`config.mk`:
```
export PLATFORM = sky130hd
export DESIGN_NAME = pccs_ctrl
export DESIGN_NICKNAME = d
export VERILOG_FILES = /design/src/rtl/pccs_pkg.sv /design/src/rtl/pccs_ctrl.sv
export SDC_FILE = /design/constraint.sdc
export NUM_CORES = 1
export LEC_CHECK = 0
export ABC_CLOCK_PERIOD_IN_PS = 1400
export BUFFER_PORTS_ARGS = -buffer_cell sky130_fd_sc_hd__buf_2
export CAP_MARGIN = 40
export CORE_AREA = 2 2 39 41
export DETAILED_ROUTE_END_ITERATION = 10
export DIE_AREA = 0 0 41 43
export PLACE_DENSITY = 0.72
export SLEW_MARGIN = 20
export SYNTH_ARGS = -nofsm -noshare
export SYNTH_HDL_FRONTEND = slang
export SYNTH_SLANG_ARGS = --single-unit
```
`constraint.sdc`:
```
create_clock -name clock -period 1.4 [get_ports clock]
set_clock_uncertainty 0.05 [all_clocks]
set_input_delay 0.14 -clock clock [delete_from_list [all_inputs] [get_ports clock]]
set_output_delay 0.14 -clock clock [all_outputs]
set_load 0.005 [all_outputs]
```
`src/rtl/pccs_pkg.sv`:
```
// ============================================================================
// pccs_pkg: shared types and constants of the CDF sampler
// Holds the request and response words, the controller states and the
// command and status groups that pass between controller and datapath.
// ============================================================================
package pccs_pkg;

   // Fixed field widths and Q0.24 constants.
   localparam int FRAC_W     = 24;
   localparam int CFG_W      = 9;
   localparam int WEIGHT_W   = 24;
   localparam int SEED_W     = 25;
   localparam int PROB_W     = 25;
   localparam int DENS_W     = 32;
   localparam int SUM_W      = 32;
   localparam int IDX_W      = 8;
   localparam int DIVIDEND_W = 56;
   localparam int QUOT_W     = 25;

   // Table size; the bin index width above covers exactly this many bins.
   localparam int MAX_BINS   = 256;

   localparam logic [SUM_W-1:0]  SUM_MAX   = {SUM_W{1'b1}};
   localparam logic [SUM_W-1:0]  ONE_FX    = 32'h0100_0000;
   localparam logic [SEED_W-1:0] ONE_SEED  = 25'h100_0000;
   localparam logic [CFG_W-1:0]  BC_RESET  = 9'd256;

   localparam logic CMD_LOAD  = 1'b0;
   localparam logic CMD_QUERY = 1'b1;

   localparam logic STATUS_OK        = 1'b0;
   localparam logic STATUS_NOT_READY = 1'b1;

   // Request word.
   typedef struct packed {
      logic                cmd;
      logic [WEIGHT_W-1:0] weight;
      logic [SEED_W-1:0]   seed;
   } req_type;

   // Response word.
   typedef struct packed {
      logic              status;
      logic [IDX_W-1:0]  bin_index;
      logic [SEED_W-1:0] sample_position;
      logic [PROB_W-1:0] bin_probability;
      logic [DENS_W-1:0] density;
   } rsp_type;

   typedef enum logic [3:0] {
      ST_IDLE,
      ST_LOAD,
      ST_NORM_RD,
      ST_NORM_ST,
      ST_NORM_DIV,
      ST_NORM_WR,
      ST_QUERY,
      ST_SRCH,
      ST_SRCH_CMP,
      ST_LO_TAKE,
      ST_HI_TAKE,
      ST_INT_ST,
      ST_INT_DIV,
      ST_POS_ST,
      ST_POS_DIV
   } state_type;

   // Table read address source.
   typedef enum logic [1:0] {
      RD_PTR,
      RD_MID,
      RD_LO,
      RD_HI
   } rd_sel_type;

   // Divider operand selection.
   typedef enum logic [1:0] {
      DIV_NORM,
      DIV_INTERP,
      DIV_POS
   } div_op_type;

   // Commands from the controller to the datapath.
   typedef struct packed {
      logic       capture;
      logic       load_step;
      logic       norm_write;
      logic       set_ready;
      logic       srch_init;
      logic       srch_upd;
      logic       take_c0;
      logic       take_w;
      logic       take_d;
      logic       div_start;
      logic       respond;
      logic       respond_nr;
      div_op_type div_op;
      rd_sel_type rd_sel;
   } ctrl_type;

   // Status from the datapath to the controller.
   typedef struct packed {
      logic is_query;
      logic table_ready;
      logic load_last;
      logic norm_last;
      logic srch_done;
      logic w_zero;
      logic div_done;
   } stat_type;

endpackage

```
`src/rtl/pccs_ctrl.sv`:
```
// ============================================================================
// pccs_ctrl: sequencing state machine
// Steps through weight loads, table normalization and sample queries and
// issues commands to the datapath.
// ============================================================================
module pccs_ctrl (
   input  logic                clock,
   input  logic                reset,
   input  logic                start,
   input  pccs_pkg::stat_type  stat,
   output pccs_pkg::ctrl_type  ctrl,
   output logic                busy,
   output logic                idle
);
   import pccs_pkg::*;

   state_type state_ff, state_in;

   // Next state.
   always_comb begin
      state_in = state_ff;
      unique case (state_ff)
         ST_IDLE: begin
            if (start) state_in = stat.is_query ? ST_QUERY : ST_LOAD;
         end
         ST_LOAD:     state_in = stat.load_last ? ST_NORM_RD : ST_IDLE;
         ST_NORM_RD:  state_in = ST_NORM_ST;
         ST_NORM_ST:  state_in = ST_NORM_DIV;
         ST_NORM_DIV: begin
            if (stat.div_done) state_in = ST_NORM_WR;
         end
         ST_NORM_WR:  state_in = stat.norm_last ? ST_IDLE : ST_NORM_RD;
         ST_QUERY:    state_in = stat.table_ready ? ST_SRCH : ST_IDLE;
         ST_SRCH:     state_in = stat.srch_done ? ST_LO_TAKE : ST_SRCH_CMP;
         ST_SRCH_CMP: state_in = ST_SRCH;
         ST_LO_TAKE:  state_in = ST_HI_TAKE;
         ST_HI_TAKE:  state_in = ST_INT_ST;
         ST_INT_ST:   state_in = stat.w_zero ? ST_POS_ST : ST_INT_DIV;
         ST_INT_DIV: begin
            if (stat.div_done) state_in = ST_POS_ST;
         end
         ST_POS_ST:   state_in = ST_POS_DIV;
         ST_POS_DIV: begin
            if (stat.div_done) state_in = ST_IDLE;
         end
         default:     state_in = ST_IDLE;
      endcase
   end

   // Command outputs.
   always_comb begin
      ctrl        = '0;
      ctrl.div_op = DIV_NORM;
      ctrl.rd_sel = RD_PTR;
      unique case (state_ff)
         ST_IDLE:     ctrl.capture = start;
         ST_LOAD:     ctrl.load_step = 1'b1;
         ST_NORM_RD:  ctrl.rd_sel = RD_PTR;
         ST_NORM_ST: begin
            ctrl.div_start = 1'b1;
            ctrl.div_op    = DIV_NORM;
         end
         ST_NORM_DIV: ctrl.div_op = DIV_NORM;
         ST_NORM_WR: begin
            ctrl.norm_write = 1'b1;
            ctrl.set_ready  = stat.norm_last;
         end
         ST_QUERY: begin
            ctrl.srch_init  = stat.table_ready;
            ctrl.respond_nr = ~stat.table_ready;
         end
         ST_SRCH:     ctrl.rd_sel = stat.srch_done ? RD_LO : RD_MID;
         ST_SRCH_CMP: ctrl.srch_upd = 1'b1;
         ST_LO_TAKE: begin
            ctrl.take_c0 = 1'b1;
            ctrl.rd_sel  = RD_HI;
         end
         ST_HI_TAKE:  ctrl.take_w = 1'b1;
         ST_INT_ST: begin
            ctrl.take_d    = stat.w_zero;
            ctrl.div_start = ~stat.w_zero;
            ctrl.div_op    = DIV_INTERP;
         end
         ST_INT_DIV:  ctrl.take_d = stat.div_done;
         ST_POS_ST: begin
            ctrl.div_start = 1'b1;
            ctrl.div_op    = DIV_POS;
         end
         ST_POS_DIV:  ctrl.respond = stat.div_done;
         default:     ctrl = '0;
      endcase
   end

   always_ff @(posedge clock) begin
      if (reset) begin
         state_ff <= ST_IDLE;
      end else begin
         state_ff <= state_in;
      end
   end

   assign busy = (state_ff != ST_IDLE);
   assign idle = (state_ff == ST_IDLE);

endmodule

```
---- Yosys cells after proc, flatten, opt, wreduce, memory -nomap -nowiden ----
Index checks and enable logic that the tools add are counted.
storage, ports and cells
  bits in registers ....................... 4
  bits of input ports ..................... 10
  output and inout bits ................... 18
  word-level logic and storage cells ...... 50
operators by class
  equal/unequal tests ..................... 18
  multiplexer cells ....................... 25
  bitwise operators ....................... 2
  reductions and logical operators ........ 4
operators by type and width
  kind                                                 number
  one-hot mux 4 bit (15 select lines)                  1
  equality test 4 bit, second input constant           7
  equality test 4 x 3 -> 1 bit, second input constant  4
  two-way mux 4 bit                                    4
  two-way mux 1 bit                                    10
  equality test 4 x 2 -> 1 bit, second input constant  2
  two-way mux 2 bit                                    4
  != test 2 bit, second input constant                 4
  one-hot mux 2 bit (2 select lines)                   2
  two-way mux 3 bit                                    2
  equality test 4 x 1 -> 1 bit, second input constant  1
  zero test 4 bit                                      1
  one-hot mux 1 bit (2 select lines)                   2
  AND reduction 4 bit                                  1
  nonzero test 4 bit                                   1
  NOT 1 bit                                            2
  OR reduction 2 bit                                   1

---- Longest topological paths before layout ----
  depth after elaboration ................. 3
  mapped depth ............................ 6
  mapped depth without buffers ............ 4

---- Worst setup path after synthesis ----
OpenSTA, ideal clock, no wires.
  path type ............................... register to output
  from .................................... reg state_ff[2]
  to ...................................... out ctrl[7] (netlist name)
  arrival ................................. 1.086 ns
  data required time ...................... 1.210 ns
  slack ................................... 0.124 ns
  stages on the path, launching flop included .. 6
  path buffers ............................ 2
  cells stage by stage .................... dfxtp_1 buf_4 buf_2 nand2_1 o32ai_1 and2_1
RTL lines
  item                      line             source
  start: declaration        pccs_ctrl.sv:17  state_type state_ff, state_in;
  start signal: assignment  pccs_ctrl.sv:98  state_ff <= state_in;
  end: declaration          pccs_ctrl.sv:11  output pccs_pkg::ctrl_type ctrl,

==> results.cfg <==
[route]
vias = 817
postRouteAntennaNets = 0
dr.pass1.iters = 4
wl_per_cell_um = 15.1
drcViolationCount = 0
drt_iter0_drc = 10
wl_mm = 2.22
viasPerCell = 5.56

[floorplanning]
start_util_pct = 39.9
dieArea_sq_mm = 0.00176
rows = 14
dieWidth_um = 41
die_h_um = 43
coreArea_sq_mm = 0.00138
boundaryPins = 28

[final_layout]
largest_reg_flops = 4
top_regs = state_ff x4
final_common_cell = buf_2
regMostFlops = state_ff
drive_gt1_share_pct = 65.6
n_antenna_cell = 0
final_cell_mix = buf_2 (27), buf_4 (12), buf_6 (9)
final_net_count = 143
syn2layout_area_growth_pct = 90.7

[worst_setup_path]
cp_max_fo = 6
start_kind = register
cp_cell_sequence = buf_6, buf_6, o32ai_4, and2_1, buf_2
cpMostUsedCell = buf_6
critPathRequiredTime_ps = 1210
endpoint_kind = primary output
arrival_ps = 1270
cpPeakStageDelay_ps = 360
cpMaxStageDelayCell = dfxtp_4
critPathKind = register to primary output

[synth]
synth.ff_latch_count = 4
synth_cell_types = 30
postSynth.asyncResetShare_pct = 0
ys_warn_count = 0
synthCells = 87
syn_area_sq_um = 552
synth_edf_count = 0
synth_flop_cell = dfxtp_1
ys_seq_area_share_pct = 14.5
synthTopCellsByArea = dfxtp_1 (15%), nor2_1 (8.2%), a21oi_1 (6.3%), nand2_1 (6.1%), buf_2 (4.5%)
syn_area_per_cell_sq_um = 6.34
yosysTopAreaCellShare_pct = 14.5
syn_nets = 97
yosys.area.top_type = dfxtp_1

[global_route]
grt.overflow.total = 0
antenna_found_initial = 0
grtUsageTotal_pct = 22.7
grt_pass1_wl_mm = 2.80
grt_max_degree = 11
grt_pass1_vias = 696

[clock_tree]
clk_path_buf_depth = 2
numCtsBuffers = 3
clock_sinks = 4
htree_levels = 1
path_clk_slew_ps = 40
cts_tree = done
clock_latency_ps = 230
clock-root-buffer = clkbuf_4

[sta]
slew_headroom_pct = 80.9
worst_slew_pin_slew_ps = 285
period_needed_ps = 1460
period_share_pct = 104
rsz0062_at_grt = true
maxSlewViolCount = 0
fin_ws_ps = -60.1
hold_viol = 0
clock.fmax_mhz = 685
setup_violations = 5
whs_ps = 66.7

[power_and_ir_drop]
power_density_mw_per_mm2 = 1800
irDropWorstVdd_mv = 1.09
power_leakage_nw = 0.490
finalPower_w = 0.00189

[outcome]
status = finished, violations left
violations = negative setup slack

[placement]
dp.final_hpwl_mm = 1.29
io_buffers = 27
place.gp.congestion = 0.884
pre_cts_ws_ps = 46.3

[flow_run]
drv_cap = 0

[worst_hold_path]
hp-class = primary input to register
per-stage QoR:
| step | instances | area (sq um) | TNS (ps) | util (%) |
|---|---|---|---|---|
| after floorplan | 87 | 552 | 0 | - |
| after global placement | 136 | 764 | 0 | 55.2 |
| after detailed placement | 136 | 764 | 0 | 55.2 |
| after CTS | 143 | 890 | -152 | 64.3 |
| after global routing | 147 | 1050 | -680 | 76.0 |
| final | 147 | 1050 | -139 | 76.0 |
synthesized netlist by cell type (2+ instances only):
cell,instances
a211oi_1,2
nor2_1,12
nand2b_1,4
o21ai_0,4
buf_2,5
o211ai_1,2
a21oi_1,7
inv_1,5
nor4_1,2
dfxtp_1,4
nor2b_1,3
and4_1,2
and2_1,3
nor3_1,5
buf_4,3
nand2_1,9
o31ai_1,2
layout make-up:
class / count / area (sq um)
multi-input combinational: 70 / 554
timing repair buffer: 49 / 342
fill: 101 / 332
sequential: 4 / 95.1
clock buffer: 3 / 22.5
tap: 16 / 20.0
inverter: 5 / 18.8
per-layer routing:
layer | vias to the layer above | wire length (um) | track usage (%)
li1 | 401 | - | -
met1 | 376 | 866 | 25.9
met2 | 34 | 1210 | 39.7
met3 | 6 | 105 | 3.14
met4 | 0 | 32 | 8.67
met5 | - | 0 | 0
final timing paths:
path                                   from     endpoint  slack, ps  cells after the start
worst max register to register  state_ff[3]  state_ff[1]          0                      4
worst max-delay path            state_ff[0]      ctrl[7]        -60                      5
worst min-delay path                  reset  state_ff[3]         70                      2
worst min register to register  state_ff[1]  state_ff[2]        600                      3
timing repair:
action | in CTS | in global routing
hold buffers | 0 | 0
setup buffers | 4 | 5
endpoints found under the setup margin | 10 | 16
gates cloned | 0 | 0
gates resized for setup | 21 | 35
pin swaps | 4 | 14
where the power goes:
part	internal [W]	switching [W]	total, W
registers	0.000176	0.000104	0.000280
clock network	0.0000959	0.0000475	0.000143
logic	0.000780	0.000690	0.00147
critical path: cells and delay by family (launching register included):
family | cells | cell delay, ps
AND/OR/NAND/NOR | 1 | 140
flip-flops | 1 | 360
AO/OA/AOI/OAI | 1 | 190
buffers and inverters | 3 | 340
cells by family (layout without fill, tap and decap cells):
logic type	after synthesis	count (layout)	share of synthesized area (%)
compound gates	24	24	28.6
mux	1	1	1.81
flops	4	4	14.5
buf+inv	13	57	12.0
simple gates	45	45	43.1
(Power assumes the default switching activity.)
